===== config.mk =====
export PLATFORM = sky130hd
export DESIGN_NAME = escu_queue
export DESIGN_NICKNAME = d
export VERILOG_FILES = /design/src/sv/escu_pkg.sv /design/src/sv/escu_queue.sv
export VERILOG_INCLUDE_DIRS = /design/src /design/src/sv
export SDC_FILE = /design/constraint.sdc
export NUM_CORES = 1
export LEC_CHECK = 0
export ABC_AREA = 1
export BUFFER_PORTS_ARGS = -buffer_cell sky130_fd_sc_hd__buf_2
export CORE_UTILIZATION = 45
export DETAILED_ROUTE_END_ITERATION = 6
export PLACE_DENSITY = 0.7
export SKIP_CTS_REPAIR_TIMING = 1
export SYNTH_ARGS = -nofsm -noshare
export SYNTH_HDL_FRONTEND = slang
export SYNTH_SLANG_ARGS = --single-unit
export TNS_END_PERCENT = 50

===== constraint.sdc =====
create_clock -name clk -period 7.5 [get_ports clk]
set_input_delay 2.25 -clock clk [delete_from_list [all_inputs] [get_ports clk]]
set_output_delay 2.25 -clock clk [all_outputs]
set_load 0.05 [all_outputs]

===== src/sv/env_sensor_compensation_unit_defines.svh =====
// Assertion macros for the compensation unit modules (used by escu_queue).
// Each macro expects clk and rst in the scope where it is used.
`ifndef ENV_SENSOR_COMPENSATION_UNIT_DEFINES_SVH
`define ENV_SENSOR_COMPENSATION_UNIT_DEFINES_SVH
`ifndef SYNTHESIS
`define ESCU_ASSERT_IMP(lbl, ante, cons) \
  lbl: assert property (@(posedge clk) disable iff (rst) (ante) |-> (cons)) \
    else $error("escu assertion failed");
`define ESCU_ASSERT_NXT(lbl, ante, cons) \
  lbl: assert property (@(posedge clk) disable iff (rst) (ante) |=> (cons)) \
    else $error("escu assertion failed");
`else
`define ESCU_ASSERT_IMP(lbl, ante, cons)
`define ESCU_ASSERT_NXT(lbl, ante, cons)
`endif
`endif


===== src/sv/escu_pkg.sv =====
`timescale 1ns / 1ps
`default_nettype none
package escu_pkg;

  localparam int DIV_W       = 64;
  localparam int QUEUE_DEPTH = 2;
  localparam int CFG_IDX_W   = 3;
  localparam int CFG_DATA_W  = 64;

  localparam logic [CFG_IDX_W-1:0] CFG_TEMP       = 3'd0;
  localparam logic [CFG_IDX_W-1:0] CFG_PRESS_LOW  = 3'd1;
  localparam logic [CFG_IDX_W-1:0] CFG_PRESS_HIGH = 3'd2;
  localparam logic [CFG_IDX_W-1:0] CFG_MISC       = 3'd3;
  localparam logic [CFG_IDX_W-1:0] CFG_HUM        = 3'd4;

  localparam logic [63:0] PRESS_FINE_OFS = 64'd128000;
  localparam logic [63:0] PRESS_ADC_BASE = 64'd1048576;
  localparam logic [63:0] PRESS_SCALE    = 64'd3125;
  localparam logic [63:0] PRESS_BIAS_47  = 64'h0000_8000_0000_0000;
  localparam logic [31:0] HUM_FINE_OFS   = 32'd76800;
  localparam logic [31:0] HUM_MAX        = 32'd419430400;
  localparam logic [31:0] HUM_RND_LEFT   = 32'd16384;
  localparam logic [31:0] HUM_BIAS_INNER = 32'd2097152;
  localparam logic [31:0] HUM_RND_RIGHT  = 32'd8192;
  localparam logic [31:0] HUM_BIAS_H3    = 32'd32768;
  localparam logic [31:0] TEMP_RND       = 32'd128;

  typedef struct packed {
    logic [15:0] t1;
    logic [15:0] t2;
    logic [15:0] t3;
    logic [15:0] p1;
    logic [15:0] p2;
    logic [15:0] p3;
    logic [15:0] p4;
    logic [15:0] p5;
    logic [15:0] p6;
    logic [15:0] p7;
    logic [15:0] p8;
    logic [15:0] p9;
    logic [7:0]  h1;
    logic [15:0] h2;
    logic [7:0]  h3;
    logic [15:0] h4;
    logic [15:0] h5;
    logic [7:0]  h6;
  } coeff_t;

  typedef struct packed {
    logic [31:0] a;
    logic [31:0] b;
    logic [19:0] rp;
    logic [15:0] rh;
  } front_item_t;

  typedef struct packed {
    logic [31:0] temp;
    logic [16:0] hum;
    logic        inv;
    logic        neg;
  } side_t;

  function automatic logic [31:0] asr32(input logic [31:0] x, input int unsigned n);
    logic signed [31:0] r;
    r = $signed(x) >>> n;
    return r;
  endfunction

  function automatic logic [63:0] asr64(input logic [63:0] x, input int unsigned n);
    logic signed [63:0] r;
    r = $signed(x) >>> n;
    return r;
  endfunction

  function automatic logic [31:0] sx16(input logic [15:0] v);
    return {{16{v[15]}}, v};
  endfunction

  function automatic logic [31:0] sx8(input logic [7:0] v);
    return {{24{v[7]}}, v};
  endfunction

  function automatic logic [63:0] sx16w(input logic [15:0] v);
    return {{48{v[15]}}, v};
  endfunction

  // low 64 bits of a times a signed 16-bit coefficient
  function automatic logic [63:0] mul_s16(input logic [63:0] a, input logic [15:0] c);
    logic signed [63:0] r;
    r = $signed(a) * $signed(c);
    return r;
  endfunction

  // low 64 bits of a times an unsigned 16-bit coefficient
  function automatic logic [63:0] mul_u16(input logic [63:0] a, input logic [15:0] c);
    logic signed [63:0] r;
    r = $signed(a) * $signed({1'b0, c});
    return r;
  endfunction

endpackage
`default_nettype wire


===== src/sv/escu_queue.sv =====
`timescale 1ns / 1ps
`default_nettype none
`include "env_sensor_compensation_unit_defines.svh"
module escu_queue (
  input  wire logic                 clk,
  input  wire logic                 rst,
  input  wire logic                 push,
  input  wire escu_pkg::front_item_t push_item,
  output logic                      full,
  output logic                      q_valid,
  input  wire logic                 pop,
  output escu_pkg::front_item_t     q_item
);
  import escu_pkg::*;

  front_item_t mem [QUEUE_DEPTH];
  logic        wr_ptr;
  logic        rd_ptr;
  logic [1:0]  count;

  assign full    = (count == 2'(QUEUE_DEPTH));
  assign q_valid = (count != 2'd0);
  assign q_item  = mem[rd_ptr];

  always_ff @(posedge clk) begin
    if (rst) begin
      wr_ptr <= 1'b0;
      rd_ptr <= 1'b0;
      count  <= 2'd0;
    end else begin
      if (push) wr_ptr <= ~wr_ptr;
      if (pop) rd_ptr <= ~rd_ptr;
      priority if (push && !pop) begin
        count <= count + 2'd1;
      end else if (pop && !push) begin
        count <= count - 2'd1;
      end
    end
  end

  always_ff @(posedge clk) begin
    if (push) mem[wr_ptr] <= push_item;
  end

  `ESCU_ASSERT_IMP(a_count_max, 1'b1, count <= 2'(QUEUE_DEPTH))
  `ESCU_ASSERT_IMP(a_pop_nonempty, pop, count != 2'd0)
  `ESCU_ASSERT_NXT(a_push_grows, push && !pop, count == $past(count) + 2'd1)

endmodule
`default_nettype wire


==> results by group, run 1 <==
Logic synthesis
  – Cell type with the largest total area after synthesis: sky130_fd_sc_hd__edfxtp_1
  – Top area cells in the synthesized netlist: sky130_fd_sc_hd__edfxtp_1 (76%), sky130_fd_sc_hd__mux2_4 (19%), sky130_fd_sc_hd__buf_12 (2.5%)
  – Compound-Gate Fraction of Synth Area: 0.126%
  – Number of warnings reported in the yosys synthesis log: 0
  – Syn nets: 449
  – Combinational family with the most area after synthesis: multiplexers
  – Simple-Gate Fraction of Synth Area: 0.772%
  – Share of synthesized area occupied by flip-flops and latches: 76.9%
  – Synthesized instance count: 344
  – Flops & latches, synth: 205
  – Syn avg cell area: 23.1 µm²
  – XOR/XNOR Fraction of Synth Area: 0.110%
  – Adder-cell share of the synthesized area: 0.157%
  – Post-Synthesis Cell Area: 7950 µm²
  – Number of distinct library cell variants in the gate-level netlist after synthesis: 15
  – Synth top area share: 75.6%
  – Post-synthesis mux area share: 18.9%

Critical path
  – Max incr delay on CP: 0.71 ns
  – Crit path buf inv count: 2
  – Worst Reg2Reg Path Length in Cells: 3
  – Chain of cells forming the critical path: buf_4 > mux2_4 > buf_2
  – Crit path required time: 5.25 ns
  – Critical Path Slowest Stage Cell: sky130_fd_sc_hd__buf_4
  – Endpoint type of the worst setup path: output pin
  – Kind of start point of the critical path: flop
  – Critical Path AT: 2.50 ns
  – R2r setup slk: 5.39 ns
  – Maximum net fanout on the critical path: 41
  – Family with the most delay on the worst path: buffers and inverters
  – Critical R2R Capture: mem[1][59]
  – Worst r2r src: wr_ptr
  – Worst setup path category: reg2out

Job
  – Count of max-cap constraint violations: 0

GRT
  – Global-route usage over all layers: 14.7%
  – Number of global-route vias before repair: 4082
  – Antenna violations before repair: 3
  – Leftover overflow at the end of global routing: 0
  – Maximum number of pins on one net before global-route repair: 62
  – Global-route wire length before repair: 20400 µm

Clock tree
  – Maximum clock insertion buffer count: 3
  – Clk root buf: sky130_fd_sc_hd__clkbuf_16
  – TritonCTS buffer count: 22
  – Clock tree from TritonCTS: yes
  – Clock edge transition at the registers on the reported setup and hold paths: 0.06 ns
  – Clock latency on the worst-skew pair: 0.48 ns
  – H-tree Lvls: 1
  – Total number of clock tree sinks: 205

Detailed routing
  – Total iterations of the first detailed-routing run: 4
  – Routed length per placed instance: 16.9 µm
  – DRT Wirelength: 13700 µm
  – Drt initial violations: 186
  – Routed length on met1: 5040 µm
  – Remaining routing DRC violations: 0
  – Top sig layer: met4
  – Routed via count: 3818
  – Detailed-route vias per instance: 4.71
  – Met3 WL: 1090 µm
  – Detailed-routed wire length on met2: 7350 µm
  – ANT nets after route: 0

Final layout
  – Most common cell after layout, fill and taps aside: sky130_fd_sc_hd__buf_2
  – Finished Layout Cells: 810
  – Final-stage net count: 672
  – Post-route standard cell area excluding fillers: 9800 µm²
  – Share of layout cells above drive strength 1: 59.0%
  – Layout-stage area growth over the synthesis result: 23.4%
  – Final Core Density: 56.7%
  – Commonest cells after routing, fill and taps aside: sky130_fd_sc_hd__buf_2 (205), sky130_fd_sc_hd__edfxtp_1 (200), sky130_fd_sc_hd__mux2_4 (100)

STA
  – Final hold vios: 0
  – Number of max-slew violations in the final report: 0
  – Fin Setup TNS: 0 ns
  – RSZ-0062 raised after global routing: no
  – Final setup violation count: 0
  – Worst rel slew slack: 45.3%
  – Final worst-path cycle share: 63.4%
  – Minimum clock period after layout: 4.75 ns
  – Worst setup skew after layout: 0.0157 ns
  – Max Clk Rate: 0.210 GHz
  – Transition at the pin with the smallest max-transition slack: 0.820 ns

Min path
  – Kind of path behind the tightest hold check: reg2reg
  – Worst hold start: rd_ptr
  – Destination of the worst hold path: rd_ptr
  – Worst Hold Path Cells: 2

Die
  – Io pins: 206
  – Area of the core: 17300 µm²
  – Die H: 135 µm
  – Cell row count: 48
  – DIE AREA: 18200 µm²
  – DIE WIDTH: 135 µm
  – Starting density of the core: 45.9%

Pwr
  – Pwr dens: 290 nW/µm²
  – P_leak: 0.00394 µW
  – Peak VDD IR: 194 µV
  – Tot Pwr: 2840 µW

Placed design
  – Post-detail-place hpwl: 9040 µm
  – Placement Cell Area: 9090 µm²
  – Count of input and output buffers: 205
  – Cell count after placement: 768
  – Gpl congestion: 0.718

Run status
  – Run status: complete, no violations
==> state kept, by name, summed over array words and instances, names as in the netlist, named ones only <==
register  cells
mem         200
rd_ptr        1
count         2
wr_ptr        1
==> metal layers <==
layer | global-route usage (%) | up-vias
met3 | 4.13 | 16
met4 | 4.62 | 0
met5 | 0 | -
li1 | - | 1791
met1 | 15.4 | 1877
met2 | 28.2 | 134
==> where the power goes <==
part | switching (µW) | total, µW | internal (µW)
Sequential | 23.4 | 1350 | 1330
Clock | 399 | 1030 | 629
Combinational | 310 | 463 | 153
Total | 733 | 2840 | 2110
==> cell families (layout without fill, tap and decap cells) <==
family	Yosys count	in the layout
muxes	100	100
buffers and inverters	20	259
and+or+nand+nor	15	15
AOI/OAI and AO/OA	2	2
adders and majority gates	1	1
DFF	205	205
xor gates and xnor gates	1	1
other	0	2
==> cells in the mapped netlist, drive strengths merged <==
library cell,count
inv,9
o21ai,1
nand2,6
nand4,1
nor3,1
dfxtp,5
ha,1
nor2,6
buf,11
a21oi,1
nand3,1
edfxtp,200
mux2,100
xnor2,1
==> stage by stage <==
stage | worst slack [ns] | hold slack (ns)
after floorplan | 0.462 | 0.480
after global placement | 3.27 | 0.499
after detailed placement | 3.23 | 0.514
after CTS | 2.72 | 0.526
after global routing | 2.66 | 0.569
final | 2.75 | 0.522
==> layout make-up <==
class	instances	area [µm²]
fillers	1359	7500
flip-flops and latches	205	6110
multi-input cells	119	1600
repair buffers	210	1060
clock buffers	28	594
well taps	225	282
clock inverters	12	109
inverters	9	36.3
diodes	2	5.00
==> worst min-delay path, stage by stage, from the launching register on <==
cell and delay, ns:
sky130_fd_sc_hd__dfxtp_1 0.33, sky130_fd_sc_hd__xnor2_1 0.09, sky130_fd_sc_hd__nor2_1 0.08
==> worst max path at each step <==
| stage | depth (start not counted) | slack, ns | startpoint | to |
|---|---|---|---|---|
| detailed placement | 3 | 3.23 | flop | q_item[4] |
| global placement | 3 | 3.27 | flop | q_item[4] |
| floorplan | 2 | 0.46 | push | mem[0][0] |
| CTS | 3 | 2.72 | flop | q_item[4] |
| global route | 3 | 2.66 | flop | q_item[19] |
| finish | 3 | 2.75 | flop | q_item[7] |
(Power assumes the default switching activity.)
==> run 2, diff against run 1 <==
==> constraint.sdc (replaced) <==
create_clock -name clk -period 4.95 [get_ports clk]
set_input_delay 1.485 -clock clk [delete_from_list [all_inputs] [get_ports clk]]
set_output_delay 1.485 -clock clk [all_outputs]
set_load 0.05 [all_outputs]
==> run 2 against run 1 <==
Compared with the run above: critical path depth unchanged; worst setup slack got worse by 1.3 ns; clock skew hardly changed; sequential share of layout area is 0.079 points lower; total power grew 51%; routed wire length is 2.0% lower; flip-flop and latch count unchanged; critical path type unchanged; largest cell class unchanged; final cell count decreased by 0.25%; non-clock buffer count is 2 higher; via count increased by 0.76%; utilization grew 0.072 points; die area did not move.
==> results by group, run 2 (synthesized netlist as in run 1, its figures left out) <==
Run status
  – Run status: complete, no violations

STA
  – Fin Setup TNS: 0 ns (unchanged)
  – Max Clk Rate: 0.284 GHz
  – Worst setup skew after layout: 0.0162 ns (+0.000490 ns)
  – Final worst-path cycle share: 71.1%
  – Final setup violation count: 0 (unchanged)
  – Transition at the pin with the smallest max-transition slack: 1.05 ns (+0.230 ns)
  – Number of max-slew violations in the final report: 0 (unchanged)
  – Final hold vios: 0 (unchanged)
  – Minimum clock period after layout: 3.52 ns
  – Worst rel slew slack: 30.0% (-15 points)
  – RSZ-0062 raised after global routing: no

Detailed routing
  – Routed length per placed instance: 16.6 µm (-1.8%)
  – DRT Wirelength: 13400 µm (-2.0%)
  – Drt initial violations: 138 (-26%)
  – Total iterations of the first detailed-routing run: 4 (unchanged)
  – Remaining routing DRC violations: 0 (unchanged)
  – Detailed-route vias per instance: 4.76 (+1.0%)
  – ANT nets after route: 0 (unchanged)
  – Routed via count: 3847 (+0.76%)

Critical path
  – Kind of start point of the critical path: flop
  – Endpoint type of the worst setup path: output pin
  – Maximum net fanout on the critical path: 30 (-27%)
  – Crit path required time: 3.46 ns (-1.79 ns)
  – Worst setup path category: reg2out
  – Critical Path AT: 2.03 ns (-0.47 ns)

Clock tree
  – Clock latency on the worst-skew pair: 0.50 ns (+0.02 ns)
  – Clk root buf: sky130_fd_sc_hd__clkbuf_16
  – Maximum clock insertion buffer count: 3 (unchanged)
  – Clock tree from TritonCTS: yes
  – Clock edge transition at the registers on the reported setup and hold paths: 0.06 ns (about the same)
  – TritonCTS buffer count: 21 (-4.5%)
  – Total number of clock tree sinks: 205 (unchanged)
  – H-tree Lvls: 1 (unchanged)

Placed design
  – Gpl congestion: 0.707 (-1.4%)
  – Post-detail-place hpwl: 8830 µm (-2.3%)
  – Cell count after placement: 770 (+0.26%)
  – Placement Cell Area: 9120 µm² (+0.30%)
  – Count of input and output buffers: 205 (unchanged)

Die
  – DIE WIDTH: 135 µm (unchanged)
  – Die H: 135 µm (unchanged)
  – Io pins: 206 (unchanged)
  – DIE AREA: 18200 µm² (unchanged)
  – Starting density of the core: 45.9% (unchanged)
  – Area of the core: 17300 µm² (unchanged)
  – Cell row count: 48 (unchanged)

Final layout
  – Flip-flop count of the largest register, all copies and words added: 200 (unchanged)
  – Most common cell after layout, fill and taps aside: sky130_fd_sc_hd__buf_2
  – Share of layout cells above drive strength 1: 59.7% (+0.69 points)
  – Final-stage net count: 673 (+0.15%)
  – Largest register by flop count: mem
  – Post-route standard cell area excluding fillers: 9810 µm² (+0.13%)
  – Commonest cells after routing, fill and taps aside: sky130_fd_sc_hd__buf_2 (205), sky130_fd_sc_hd__edfxtp_1 (200), sky130_fd_sc_hd__mux2_4 (100)
  – Largest registers in the final layout: mem x200, count x2
  – Layout-stage area growth over the synthesis result: 23.5%
  – Finished Layout Cells: 808 (-0.25%)
  – Antenna cell count: 0 (-2)

Pwr
  – Peak VDD IR: 287 µV (+48%)
  – Net switching share of the total power: 25.9% (+0.15 points)
  – Pwr dens: 438 nW/µm² (+51%)
  – P_leak: 0.00395 µW (+0.34%)
  – Cell Int Power: 3190 µW (+51%)
  – Net Sw Power: 1120 µW (+52%)
  – Power share of the combinational group: 16.5% (+0.2 points)
  – Fraction of power consumed by the clock network: 36.1% (about the same)
  – Sequential share of power: 47.4% (about the same)

GRT
  – Leftover overflow at the end of global routing: 0 (unchanged)
  – Global-route usage over all layers: 14.3% (-0.40 points)
  – Global-route wire length before repair: 20000 µm (-2.0%)
  – Antenna violations before repair: 0 (-3)
  – Maximum number of pins on one net before global-route repair: 81 (+31%)
  – Number of global-route vias before repair: 3946 (-3.3%)

Min path
  – Kind of path behind the tightest hold check: reg2reg

Job
  – Count of max-cap constraint violations: 0 (unchanged)
[run 2: cell count changes in the layout (fill, tap and decap cells not counted), sizes merged]
cell    change
buf         +2
clkbuf      -1
clkinv      -2
diode       -2
inv         +1
[run 2: metal layers]
metal  vias to the layer above  part of all wire [%]  global-route usage, %
met3                        27                   8.6                   4.50
met4                         0                   2.8                   5.62
met5                         -                     0                      0
met2                       148                    50                   25.2
met1                      1878                    38                   16.2
li1                       1794                     -                      -
[run 2: layout make-up]
class / count / area (µm²)
multi-input cells: 119 / 1600
fillers: 1337 / 7480
repair buffers: 212 / 1090
well taps: 225 / 282
clock buffers: 27 / 588
flip-flops and latches: 205 / 6110
inverters: 9 / 36.3
clock inverters: 11 / 105
[run 2: worst max-delay path, cell delays in order, from the launching register on]
cell	delay, ns
sky130_fd_sc_hd__dfxtp_4	0.46
sky130_fd_sc_hd__buf_4	0.50
sky130_fd_sc_hd__mux2_4	0.35
sky130_fd_sc_hd__buf_2	0.22
[run 2: power by group through the flow]
| stage | sequential [µW] | combinational, µW | clock (µW) |
|---|---|---|---|
| 6_report | 2040 | 711 | 1550 |
| 4_1_cts | 2040 | 719 | 1600 |
| 2_1_floorplan | 2070 | 592 | 0 |
| 3_5_place_dp | 2080 | 717 | 0 |
| 5_1_grt | 2050 | 745 | 1660 |
| 3_3_place_gp | 2070 | 710 | 0 |
[run 2: final timing paths]
path	start	end	slack, ns	depth (start not counted)
worst min-delay path	rd_ptr	rd_ptr	0.51	2
worst max register to register	wr_ptr	mem[1][58]	2.98	3
worst max-delay path	flop	q_item[78]	1.43	3
worst min register to register	rd_ptr	rd_ptr	0.51	2
[run 2: metrics by stage]
step	utilization, %	setup WS, ns	total power [µW]	hold slack (ns)
global route	56.7	1.34	4450	0.536
global placement	52.7	1.77	2780	0.497
floorplan	-	0.416	2660	0.480
detailed placement	52.7	1.73	2790	0.503
finish	56.7	1.43	4300	0.514
CTS	56.7	1.38	4350	0.517
