[src/sv/env_sensor_compensation_unit_defines.svh]
// Assertion macros for the compensation unit modules (used by escu_queue).
// Each macro expects clk and rst in the scope where it is used.
`ifndef ENV_SENSOR_COMPENSATION_UNIT_DEFINES_SVH
`define ENV_SENSOR_COMPENSATION_UNIT_DEFINES_SVH
`ifndef SYNTHESIS
`define ESCU_ASSERT_IMP(lbl, ante, cons) \
  lbl: assert property (@(posedge clk) disable iff (rst) (ante) |-> (cons)) \
    else $error("escu assertion failed");
`define ESCU_ASSERT_NXT(lbl, ante, cons) \
  lbl: assert property (@(posedge clk) disable iff (rst) (ante) |=> (cons)) \
    else $error("escu assertion failed");
`else
`define ESCU_ASSERT_IMP(lbl, ante, cons)
`define ESCU_ASSERT_NXT(lbl, ante, cons)
`endif
`endif

[src/sv/escu_pkg.sv]
`timescale 1ns / 1ps
`default_nettype none
package escu_pkg;

  localparam int DIV_W       = 64;
  localparam int QUEUE_DEPTH = 2;
  localparam int CFG_IDX_W   = 3;
  localparam int CFG_DATA_W  = 64;

  localparam logic [CFG_IDX_W-1:0] CFG_TEMP       = 3'd0;
  localparam logic [CFG_IDX_W-1:0] CFG_PRESS_LOW  = 3'd1;
  localparam logic [CFG_IDX_W-1:0] CFG_PRESS_HIGH = 3'd2;
  localparam logic [CFG_IDX_W-1:0] CFG_MISC       = 3'd3;
  localparam logic [CFG_IDX_W-1:0] CFG_HUM        = 3'd4;

  localparam logic [63:0] PRESS_FINE_OFS = 64'd128000;
  localparam logic [63:0] PRESS_ADC_BASE = 64'd1048576;
  localparam logic [63:0] PRESS_SCALE    = 64'd3125;
  localparam logic [63:0] PRESS_BIAS_47  = 64'h0000_8000_0000_0000;
  localparam logic [31:0] HUM_FINE_OFS   = 32'd76800;
  localparam logic [31:0] HUM_MAX        = 32'd419430400;
  localparam logic [31:0] HUM_RND_LEFT   = 32'd16384;
  localparam logic [31:0] HUM_BIAS_INNER = 32'd2097152;
  localparam logic [31:0] HUM_RND_RIGHT  = 32'd8192;
  localparam logic [31:0] HUM_BIAS_H3    = 32'd32768;
  localparam logic [31:0] TEMP_RND       = 32'd128;

  typedef struct packed {
    logic [15:0] t1;
    logic [15:0] t2;
    logic [15:0] t3;
    logic [15:0] p1;
    logic [15:0] p2;
    logic [15:0] p3;
    logic [15:0] p4;
    logic [15:0] p5;
    logic [15:0] p6;
    logic [15:0] p7;
    logic [15:0] p8;
    logic [15:0] p9;
    logic [7:0]  h1;
    logic [15:0] h2;
    logic [7:0]  h3;
    logic [15:0] h4;
    logic [15:0] h5;
    logic [7:0]  h6;
  } coeff_t;

  typedef struct packed {
    logic [31:0] a;
    logic [31:0] b;
    logic [19:0] rp;
    logic [15:0] rh;
  } front_item_t;

  typedef struct packed {
    logic [31:0] temp;
    logic [16:0] hum;
    logic        inv;
    logic        neg;
  } side_t;

  function automatic logic [31:0] asr32(input logic [31:0] x, input int unsigned n);
    logic signed [31:0] r;
    r = $signed(x) >>> n;
    return r;
  endfunction

  function automatic logic [63:0] asr64(input logic [63:0] x, input int unsigned n);
    logic signed [63:0] r;
    r = $signed(x) >>> n;
    return r;
  endfunction

  function automatic logic [31:0] sx16(input logic [15:0] v);
    return {{16{v[15]}}, v};
  endfunction

  function automatic logic [31:0] sx8(input logic [7:0] v);
    return {{24{v[7]}}, v};
  endfunction

  function automatic logic [63:0] sx16w(input logic [15:0] v);
    return {{48{v[15]}}, v};
  endfunction

  // low 64 bits of a times a signed 16-bit coefficient
  function automatic logic [63:0] mul_s16(input logic [63:0] a, input logic [15:0] c);
    logic signed [63:0] r;
    r = $signed(a) * $signed(c);
    return r;
  endfunction

  // low 64 bits of a times an unsigned 16-bit coefficient
  function automatic logic [63:0] mul_u16(input logic [63:0] a, input logic [15:0] c);
    logic signed [63:0] r;
    r = $signed(a) * $signed({1'b0, c});
    return r;
  endfunction

endpackage
`default_nettype wire

[src/sv/escu_front.sv]
`timescale 1ns / 1ps
`default_nettype none
module escu_front (
  input  wire logic                 clk,
  input  wire logic                 rst,
  input  wire logic                 in_valid,
  output logic                      in_stall,
  input  wire logic [19:0]          raw_pressure,
  input  wire logic [19:0]          raw_temperature,
  input  wire logic [15:0]          raw_humidity,
  input  wire logic [15:0]          t1,
  input  wire logic                 q_full,
  output logic                      push,
  output escu_pkg::front_item_t     item
);
  import escu_pkg::*;

  logic f_valid;
  logic load;

  assign in_stall = f_valid & q_full;
  assign load     = in_valid & ~in_stall;
  assign push     = f_valid & ~q_full;

  always_ff @(posedge clk) begin
    if (rst) begin
      f_valid <= 1'b0;
    end else if (load) begin
      f_valid <= 1'b1;
    end else if (push) begin
      f_valid <= 1'b0;
    end
  end

  // first temperature differences; raw pressure and humidity pass through
  always_ff @(posedge clk) begin
    if (load) begin
      item.a  <= {15'b0, raw_temperature[19:3]} - {15'b0, t1, 1'b0};
      item.b  <= {16'b0, raw_temperature[19:4]} - {16'b0, t1};
      item.rp <= raw_pressure;
      item.rh <= raw_humidity;
    end
  end

endmodule
`default_nettype wire

[config.mk]
export PLATFORM = sky130hd
export DESIGN_NAME = escu_front
export DESIGN_NICKNAME = d
export VERILOG_FILES = /design/src/sv/env_sensor_compensation_unit_defines.svh /design/src/sv/escu_pkg.sv /design/src/sv/escu_front.sv
export SDC_FILE = /design/constraint.sdc
export NUM_CORES = 1
export LEC_CHECK = 0
export ABC_CLOCK_PERIOD_IN_PS = 4450
export BUFFER_PORTS_ARGS = -buffer_cell sky130_fd_sc_hd__buf_2
export CAP_MARGIN = 25
export CORE_ASPECT_RATIO = 0.5
export CORE_MARGIN = 1.5
export CORE_UTILIZATION = 39
export DETAILED_ROUTE_END_ITERATION = 8
export MAX_ROUTING_LAYER = met4
export PLACE_DENSITY_LB_ADDON = 0.25
export SYNTH_ARGS = -nofsm -noshare
export SYNTH_HDL_FRONTEND = slang
export SYNTH_SLANG_ARGS = --single-unit
[constraint.sdc]
create_clock -name clk -period 4.45 [get_ports clk]
set_input_delay 1.335 -clock clk [delete_from_list [all_inputs] [get_ports clk]]
set_output_delay 1.335 -clock clk [all_outputs]
set_load 0.03 [all_outputs]
==> metrics.md, run 1 <==
| Metric | Value |
|---|---|
| # IOs | `around 180` |
| Synth Warn # | `0` |
| DRC viols | `0` |
| Row count | `22` |
| CP Launch Type | `input port` |
| Cell Area, Placed | `~0.0036 mm²` |
| Die height | `~65 µm` |
| Nets | `between 400 and 500` |
| Min Tclk post-route | `3190 ps` |
| Peak supply drop | `roughly 160 µV` |
| HP Class | `register to register` |
| IO Port Bufs | `between 150 and 200` |
| Predominant post-synthesis flop cell | `edfxtp_1` |
| Number of global-route vias before repair | `around 1900` |
| Design area | `around 0.0038 mm²` |
| Yosys top cell area share | `a little over half` |
| Count of final hold-check violations | `0` |
| Worst hold slack | `657 ps` |
| RSZ-0062 raised after global routing | `false` |
| Maxcap violations | `0` |
| Final setup TNS | `0 ps` |
| Setup bufs post-CTS | `0` |
| Net Count, Synth | `about 340` |
| Most frequent cell after synthesis | `edfxtp_1` |
| Area contributors post-synth | `edfxtp_1, buf_4, ha_1` |
| GR Overflow Total | `0` |
| Ant diodes | `0` |
| WP data required | `~3100 ps` |
| FF+latch count, synth | `55` |
| Most instantiated cells after synthesis | `edfxtp_1, buf_4, inv_1` |
| GRT Util Overall | `14.4%` |
| Final Skew | `4.17 ps` |
| PostCTS Resize Cnt | `0` |
| CTS tree | `yes` |
| Antenna-violating nets left | `0` |
| Placer congestion estimate | `0.786` |
| Longest Clk Path Bufs | `2` |
| Synthesized area | `roughly 0.0030 mm²` |
| H-tree depth | `2` |
| Pin count of the biggest net entering global routing | `32` |
| CP Data Arrival Time | `between 1500 and 2000 ps` |
| P&R area growth vs syn | `26.8%` |
| Final number of setup-violating endpoints | `0` |
| Number of synthesized flops with an enable pin | `54` |
| Initial core utilization | `40.4%` |
| Drt via density | `4.51` |
| Post-Synthesis Cells | `between 200 and 250` |
| Leak | `approximately 1.8 nW` |
| Outcome | `completed` |
| Worst Setup Path Type | `input port to output port` |
| Cell Pwr Density | `between 300 and 400 mW/mm²` |
| Finished Core Util | `51.2%` |
| Total Routed Length | `around 6000 µm` |
| Max Fclk | `314 MHz` |
| Worst rel slew slack | `50.7%` |
| Post-DP HPWL | `between 4000 and 5000 µm` |
| Synth area leader | `edfxtp_1` |
| DR WL/cell | `12.6 µm` |
| TritonCTS Buffers | `5` |
| Die span in x | `126 µm` |
| Max FO, Critical Path | `3` |
| Clock Latency Late Sink | `between 200 and 300 ps` |
| Yosys cell types | `between 40 and 50` |
| Global-route wire length before repair | `9160 µm` |
| Hold Buf Count CTS | `0` |
| DR pass1 iterations | `4` |
| Core area | `0.00735 mm²` |
| Worst-path clk slew | `approximately 70 ps` |
| Sequential fraction of the synthesis area | `a little under three fifths` |
| Pwr Total | `around 1.4 mW` |
| Final Cycle Share | `~70%` |
| Die area | `just over 0.008 mm²` |
| Root buffer cell | `clkbuf_16` |
| Clock tree sinks | `55` |
| Fraction of layout cells with a size suffix above 1 | `between 40% and 50%` |
| Worst-Margin Slew | `737 ps` |
| Crit. End Element | `output port` |
| Initial detailed-routing violation count | `roughly 100` |
| Ys async rst share | `0%` |
| Initial antenna violation count | `0` |
| Slew Viols, Final | `0` |
| DR vias | `between 2000 and 2500` |
| Syn Area/Cell | `between 10 and 15 µm²` |
registers in the layout (all words and copies together), names as in the netlist:
name,flops
f_valid,1
item,54
logic make-up (layout without fill, tap and decap cells):
group / after synthesis / count (layout) / synth area share, %
xor+xnor: 9 / 9 / 2.66
compound gates: 47 / 47 / 11.4
flops: 55 / 55 / 55.3
fa+ha+maj: 17 / 17 / 7.42
mux: 1 / 1 / 0.337
buf+inv: 74 / 206 / 15.3
simple gates: 46 / 46 / 7.54
cells in the final DEF (no fill, tap or decap), types with 2 or more instances in the layout:
| master | synthesis | final |
|---|---|---|
| xor2_1 | 6 | 6 |
| buf_2 | 4 | 174 |
| xnor2_1 | 3 | 3 |
| a31oi_1 | 2 | 2 |
| nand3_1 | 7 | 7 |
| clkinv_4 | 0 | 2 |
| nor3_1 | 2 | 2 |
| nand2_1 | 11 | 11 |
| edfxtp_1 | 54 | 54 |
| nor2_1 | 13 | 13 |
| o21ai_1 | 2 | 2 |
| ha_1 | 16 | 16 |
| o21a_1 | 2 | 2 |
| a21oi_1 | 13 | 13 |
| clkbuf_16 | 0 | 5 |
| o21ai_0 | 8 | 8 |
| nor2b_1 | 5 | 4 |
| a211o_1 | 2 | 2 |
| and2_1 | 2 | 2 |
| and3_1 | 2 | 2 |
| inv_1 | 23 | 23 |
| nor2b_4 | 1 | 2 |
| a21boi_0 | 3 | 3 |
| o31ai_1 | 2 | 2 |
| o211ai_1 | 2 | 2 |
worst max-delay path, cell delays in order:
cell    delay, ps
buf_2          80
and2_1        200
buf_2         230
stage by stage:
step	setup slack [ps]	instances
floorplan	958	249
global placement	1170	469
detailed placement	1130	469
CTS	1260	477
global route	1210	477
finish	1260	477
power breakdown:
part | leakage [nW] | switching [mW] | internal (mW)
clock network | 0.0710 | 0.174 | 0.211
registers | 0.530 | 0.0173 | 0.622
logic | 1.18 | 0.290 | 0.134
per-layer routing:
layer  GRT usage, %  wire length [µm]
met5              -                 0
met3           3.47               319
met1           17.6              2660
met4           2.59                27
met2           24.8              2990
path summary, 6_finish.rpt:
path	end	slack, ps	cells past startpoint	from
min reg2reg	f_valid	660	3	f_valid
min	f_valid	660	3	f_valid
max	in_stall	1260	3	q_full
max reg2reg	item[12]	2760	3	f_valid
area by class of cell:
type	instances	area [µm²]
Clock inverter	2	17.5
Timing Repair Buffer	175	891
Multi-Input combinational cell	120	880
Clock buffer	6	129
Fill cell	677	3580
Tap cell	96	120
Sequential cell	55	1640
Inverter	23	86.3
No activity file was read; power rests on OpenSTA's default activity.
==> run 2, diff against run 1 <==
--- a/config.mk
+++ b/config.mk
@@ -5,12 +5,12 @@
 export SDC_FILE = /design/constraint.sdc
 export NUM_CORES = 1
 export LEC_CHECK = 0
-export ABC_CLOCK_PERIOD_IN_PS = 4450
+export ABC_CLOCK_PERIOD_IN_PS = 3150
 export BUFFER_PORTS_ARGS = -buffer_cell sky130_fd_sc_hd__buf_2
 export CAP_MARGIN = 25
 export CORE_ASPECT_RATIO = 0.5
 export CORE_MARGIN = 1.5
-export CORE_UTILIZATION = 39
+export CORE_UTILIZATION = 44
 export DETAILED_ROUTE_END_ITERATION = 8
 export MAX_ROUTING_LAYER = met4
 export PLACE_DENSITY_LB_ADDON = 0.25
==> constraint.sdc (replaced) <==
create_clock -name clk -period 3.15 [get_ports clk]
set_input_delay 0.945 -clock clk [delete_from_list [all_inputs] [get_ports clk]]
set_output_delay 0.945 -clock clk [all_outputs]
set_load 0.03 [all_outputs]
==> run 2 against run 1 <==
Against the previous run: die area fell by 11%; sequential power is 41% higher; sequential cell count stayed put; global-route usage rose by 1.5 points; via count increased by 1.5%; clock skew is 0.58 ps lower; worst setup slack worse by 740 ps; non-clock buffer count did not move; combinational power up 41%; sequential share of layout area grew 0.10 points; first-iteration DRC count is 15% lower; final area is 0.23% lower.
==> metrics.md, run 2 (synthesis gave the netlist of run 1 again) <==
| Metric | Value |
|---|---|
| Max reg flops | `54` |
| Initial detailed-routing violation count | `88` |
| Seq pwr share | `between 40 and 50%` |
| Cell Pwr Density | `545 mW/mm²` |
| Die height | `between 60 and 70 µm` |
| Sw Pwr | `a little under 0.7 mW` |
| Regs by FF count | `item (54), f_valid (1)` |
| Worst Setup Path Type | `input port to register` |
| Clock Power Share | `26.5%` |
| CTS tree | `yes` |
| Place WS | `229 ps` |
| Hold Buf Count CTS | `0` |
| Min Tclk post-route | `2630 ps` |
| Count of final hold-check violations | `0` |
| Setup ws final | `between 500 and 600 ps` |
| GRT Util Overall | `15.8%` |
| R2R Path Start | `f_valid` |
| DR pass1 iterations | `6` |
| CP Data Arrival Time | `~2700 ps` |
| Cell Int Power | `approximately 1.4 mW` |
| Slew Viols, Final | `0` |
| DRC viols | `0` |
| Met3 Use GR | `under 10%` |
| Peak supply drop | `approximately 250 µV` |
| TritonCTS Buffers | `5` |
| HP Class | `register to register` |
| Final Cycle Share | `a little over four fifths` |
| Reg2Reg Capture Point | `item[19]` |
| Number of global-route vias before repair | `around 1800` |
| Power share of the combinational group | `slightly below 30%` |
| DR vias | `~2200` |
| Longest Clk Path Bufs | `2` |
| Crit. End Element | `register` |
| Row count | `20` |
| Switching Fraction | `about a third` |
| Clock Latency Late Sink | `290 ps` |
| GR Overflow Total | `0` |
| DR WL/cell | `12.9 µm` |
| Crit. Startpoint | `raw_temperature[4]` |
| Max FO, Critical Path | `4` |
| Initial core utilization | `between 40% and 50%` |
| Fraction of layout cells with a size suffix above 1 | `around 50%` |
| Most common cell after layout, fill and taps aside | `buf_2` |
| Root buffer cell | `clkbuf_16` |
| Final setup TNS | `0 ps` |
| Met2 usage | `between 20% and 30%` |
| H-tree depth | `2` |
| Drt via density | `4.66` |
| Most frequent cells in the layout | `buf_2, edfxtp_1, inv_1` |
| IO Port Bufs | `roughly 170` |
| Finished Core Util | `between 50% and 60%` |
| GR peak layer | `met2` |
| Nets | `approximately 470` |
| Crit path to | `item[83]` |
| CP Launch Type | `input port` |
| Antenna-violating nets left | `0` |
| Pin count of the biggest net entering global routing | `55` |
| Outcome | `completed` |
| RSZ-0062 raised after global routing | `false` |
| Post-DP HPWL | `4900 µm` |
| GR Layer Usage met1 | `between 10% and 20%` |
| P&R area growth vs syn | `26.5%` |
| Largest Register | `item` |
| Setup bufs post-CTS | `0` |
| WP data required | `between 3000 and 4000 ps` |
| Core area | `between 0.006 and 0.007 mm²` |
| Clock tree sinks | `between 50 and 60` |
| Die area | `roughly 0.0073 mm²` |
| Final Skew | `approximately 3.6 ps` |
| Total Routed Length | `around 6000 µm` |
| # IOs | `178` |
| Reg2Reg Setup Slack | `1920 ps` |
| Die span in x | `~120 µm` |
| Worst-path clk slew | `roughly 70 ps` |
| Max Fclk | `~380 MHz` |
| Leak | `1.78 nW` |
| Final number of setup-violating endpoints | `0` |
| Maxcap violations | `0` |
| PostCTS Resize Cnt | `0` |
| Placer congestion estimate | `0.844` |
| Cell depth of the worst flop-to-flop path | `3` |
| Hold Crit Start | `f_valid` |
| Global-route wire length before repair | `~8400 µm` |
| Worst-Margin Slew | `~670 ps` |
| Initial antenna violation count | `0` |
| Ant diodes | `0` |
| Worst rel slew slack | `55.2%` |
==> run 2: cell count changes in the layout (fill, tap and decap cells not counted) <==
cell,previous run,this run
clkbuf_1,1,0
clkinv_2,0,1
inv_6,0,1
clkinv_4,2,1
==> run 2: area by class of cell <==
cell class / count / area, µm²
sequential: 55 / 1640
clock buffer: 5 / 125
multi-input combinational: 120 / 880
timing repair buffer: 175 / 891
fill: 540 / 2520
clock inverter: 3 / 22.5
inverter: 23 / 86.3
tap: 88 / 110
==> run 2: power groups by stage <==
stage / clock, mW / combinational (mW) / sequential [mW]
after detailed placement: 0 / 0.600 / 0.922
final: 0.543 / 0.599 / 0.904
after global routing: 0.575 / 0.640 / 0.912
after floorplan: 0 / 0.375 / 1.04
after global placement: 0 / 0.594 / 0.919
after CTS: 0.549 / 0.602 / 0.906
==> run 2: worst max-delay path: stages <==
cell      delay [ps]
buf_2             80
inv_1             30
ha_1             220
fa_1             440
nor2b_4          150
o31a_4           160
o311ai_4         120
o2111a_1         270
a211o_1          240
==> run 2: how the worst min path moves through the flow <==
stage	end	slack, ps	depth (start not counted)
2_1_floorplan	f_valid	740	3
4_1_cts	f_valid	660	3
3_5_place_dp	f_valid	650	3
3_3_place_gp	f_valid	640	3
5_1_grt	f_valid	710	3
6_report	f_valid	670	3
==> run 2: layer usage <==
layer / part of all wire (%) / vias to the layer above / wire length, µm
met2: 52 / 71 / 3130
met4: 2.1 / 0 / 127
met3: 4.6 / 10 / 276
met5: 0 / - / 0
li1: - / 1102 / -
met1: 42 / 1002 / 2530
==> run 2: stage by stage <==
step	cell area (µm²)	hold slack [ps]	std cells	power, mW
after floorplan	2970	740	249	1.41
after global placement	3610	645	461	1.51
after detailed placement	3610	648	461	1.52
after CTS	3760	662	469	2.06
after global routing	3760	707	469	2.13
final	3760	667	469	2.05
==> run 3, diff against run 2 <==
--- a/config.mk
+++ b/config.mk
@@ -5,12 +5,12 @@
 export SDC_FILE = /design/constraint.sdc
 export NUM_CORES = 1
 export LEC_CHECK = 0
-export ABC_CLOCK_PERIOD_IN_PS = 3150
+export ABC_CLOCK_PERIOD_IN_PS = 2200
 export BUFFER_PORTS_ARGS = -buffer_cell sky130_fd_sc_hd__buf_2
 export CAP_MARGIN = 25
 export CORE_ASPECT_RATIO = 0.5
 export CORE_MARGIN = 1.5
-export CORE_UTILIZATION = 44
+export CORE_UTILIZATION = 39
 export DETAILED_ROUTE_END_ITERATION = 8
 export MAX_ROUTING_LAYER = met4
 export PLACE_DENSITY_LB_ADDON = 0.25
==> constraint.sdc (replaced) <==
create_clock -name clk -period 2.2 [get_ports clk]
set_input_delay 0.66 -clock clk [delete_from_list [all_inputs] [get_ports clk]]
set_output_delay 0.66 -clock clk [all_outputs]
set_load 0.03 [all_outputs]
==> run 3 against run 2 <==
Against the previous run: the flow now finishes with violations (setup timing); worst hold slack got worse by 140 ps; first-iteration DRC count down 52%; register-to-register slack worse by 980 ps; utilization is 5.0 points lower; power increased by 46%; critical path depth unchanged.
==> metrics.md, run 3 (synthesis gave the netlist of run 1 again) <==
| Metric | Value |
|---|---|
| Count of final hold-check violations | `0` |
| Max FO, Critical Path | `4` |
| Final number of setup-violating endpoints | `2` |
| CP Data Arrival Time | `between 2000 and 2500 ps` |
| DRC viols | `0` |
| CP Launch Type | `input port` |
| Nets | `501` |
| Placer congestion estimate | `roughly 0.83` |
| Min Tclk post-route | `2240 ps` |
| Crit path max-delay cell type | `o31a_4` |
| Worst hold slack | `around 530 ps` |
| TritonCTS Buffers | `5` |
| Final setup TNS | `-45.1 ps` |
| Row count | `22` |
| Pin count of the biggest net entering global routing | `35` |
| GR Overflow Total | `0` |
| Max stage delay on crit path | `around 370 ps` |
| HP Class | `input port to register` |
| Leak | `1.92 nW` |
| Final Skew | `about 6.4 ps` |
| Core area | `around 0.0073 mm²` |
| Slew Viols, Final | `0` |
| Max Fclk | `447 MHz` |
| Design area | `0.00403 mm²` |
| Met2 wire len | `around 3000 µm` |
| Ant diodes | `0` |
| Global-route wire length before repair | `between 9000 and 10000 µm` |
| Wl on met1 | `between 2000 and 3000 µm` |
| Total Routed Length | `between 6000 and 7000 µm` |
| # IOs | `roughly 180` |
| Drt via density | `4.49` |
| Max reg flops | `54` |
| Most common cell after layout, fill and taps aside | `buf_2` |
| Cells along the critical path | `buf_8 -> inv_12 -> ha_4 -> fa_2 -> nor2b_4 -> o31a_4 -> o311ai_4 -> nor2_2 -> a211o_1` |
| Worst-path clk slew | `~70 ps` |
| Initial core utilization | `about two fifths` |
| WP data required | `2240 ps` |
| Outcome | `finished, violations left` |
| Maxcap violations | `0` |
| Clock Latency Late Sink | `280 ps` |
| Die span in x | `approximately 130 µm` |
| Met3 wire length | `about 340 µm` |
| Regs by FF count | `item (54), f_valid (1)` |
| Number of global-route vias before repair | `between 2000 and 2500` |
| P&R area growth vs syn | `35.7%` |
| Antenna-violating nets left | `0` |
| Largest Register | `item` |
| IO Port Bufs | `~170` |
| DR WL/cell | `between 10 and 15 µm` |
| Initial antenna violation count | `0` |
| RSZ-0062 raised after global routing | `true` |
| Initial detailed-routing violation count | `42` |
| Fraction of layout cells with a size suffix above 1 | `a little over half` |
| Final Cycle Share | `102%` |
| Max layer used | `met4` |
| Cell Area, Placed | `slightly below 0.004 mm²` |
| Crit. End Element | `register` |
| Failing checks | `setup timing` |
| Die area | `around 0.0082 mm²` |
| Worst Setup Path Type | `input port to register` |
| Die height | `64.7 µm` |
| H-tree depth | `2` |
| Longest Clk Path Bufs | `2` |
| Root buffer cell | `clkbuf_16` |
| CTS tree | `yes` |
| Clock tree sinks | `between 50 and 60` |
| Most frequent cells in the layout | `buf_2, edfxtp_1, buf_4` |
| DR vias | `2267` |
| Setup ws final | `-35.2 ps` |
| Peak supply drop | `298 µV` |
| DR pass1 iterations | `4` |
| GRT Util Overall | `between 10% and 20%` |
| Post-DP HPWL | `just under 5000 µm` |
| Worst-Margin Slew | `roughly 670 ps` |
| Cell Pwr Density | `~740 mW/mm²` |
| Worst rel slew slack | `55.6%` |
-- run 3: final cells by class --
class | count | area [µm²]
clock inverter | 2 | 17.5
timing repair buffer | 203 | 1110
fill | 641 | 3320
inverter | 23 | 98.8
multi-input combinational | 120 | 912
sequential | 55 | 1640
tap | 96 | 120
clock buffer | 6 | 129
-- run 3: final timing paths --
kind	startpoint	cells past startpoint	slack [ps]	endpoint
setup / recovery	raw_temperature[4]	9	-40	item[83]
hold / removal	rst	2	530	f_valid
setup reg to reg	f_valid	3	940	item[81]
hold reg to reg	f_valid	3	650	f_valid
-- run 3: metal layers --
layer  vias up  track usage (%)
li1       1154                -
met1      1031             17.5
met2        76             25.6
met3         6             2.97
met4         0             4.60
met5         -                -
-- run 3: report_power, final --
group	total [mW]	switching (mW)	leakage, nW	internal (mW)
clock network	0.774	0.347	0.0710	0.427
logic	0.928	0.603	1.32	0.325
registers	1.29	0.0358	0.530	1.26
-- run 3: repair_timing --
item,CTS,global route
hold buffers,0,0
resized for setup,3,1
endpoints found under the setup margin,3,6
buffers inserted,2,0
pin swaps,6,1
-- run 3: metrics by stage --
step | worst slack (ps) | total power [mW] | utilization [%] | instances
2_1_floorplan | -140 | 2.03 | - | 249
4_1_cts | -35.5 | 3.03 | 54.8 | 505
6_report | -35.2 | 3.00 | 54.8 | 505
5_1_grt | -96.0 | 3.13 | 54.8 | 505
3_5_place_dp | -431 | 2.24 | 52.5 | 495
3_3_place_gp | -368 | 2.23 | 52.5 | 495
-- run 3: critical path, delay by kind of cell --
| kind | cells | cell delay (ps) |
|---|---|---|
| AOI/OAI and AO/OA | 3 | 960 |
| adders and majority gates | 2 | 360 |
| buffers and inverters | 2 | 150 |
| and+or+nand+nor | 2 | 140 |
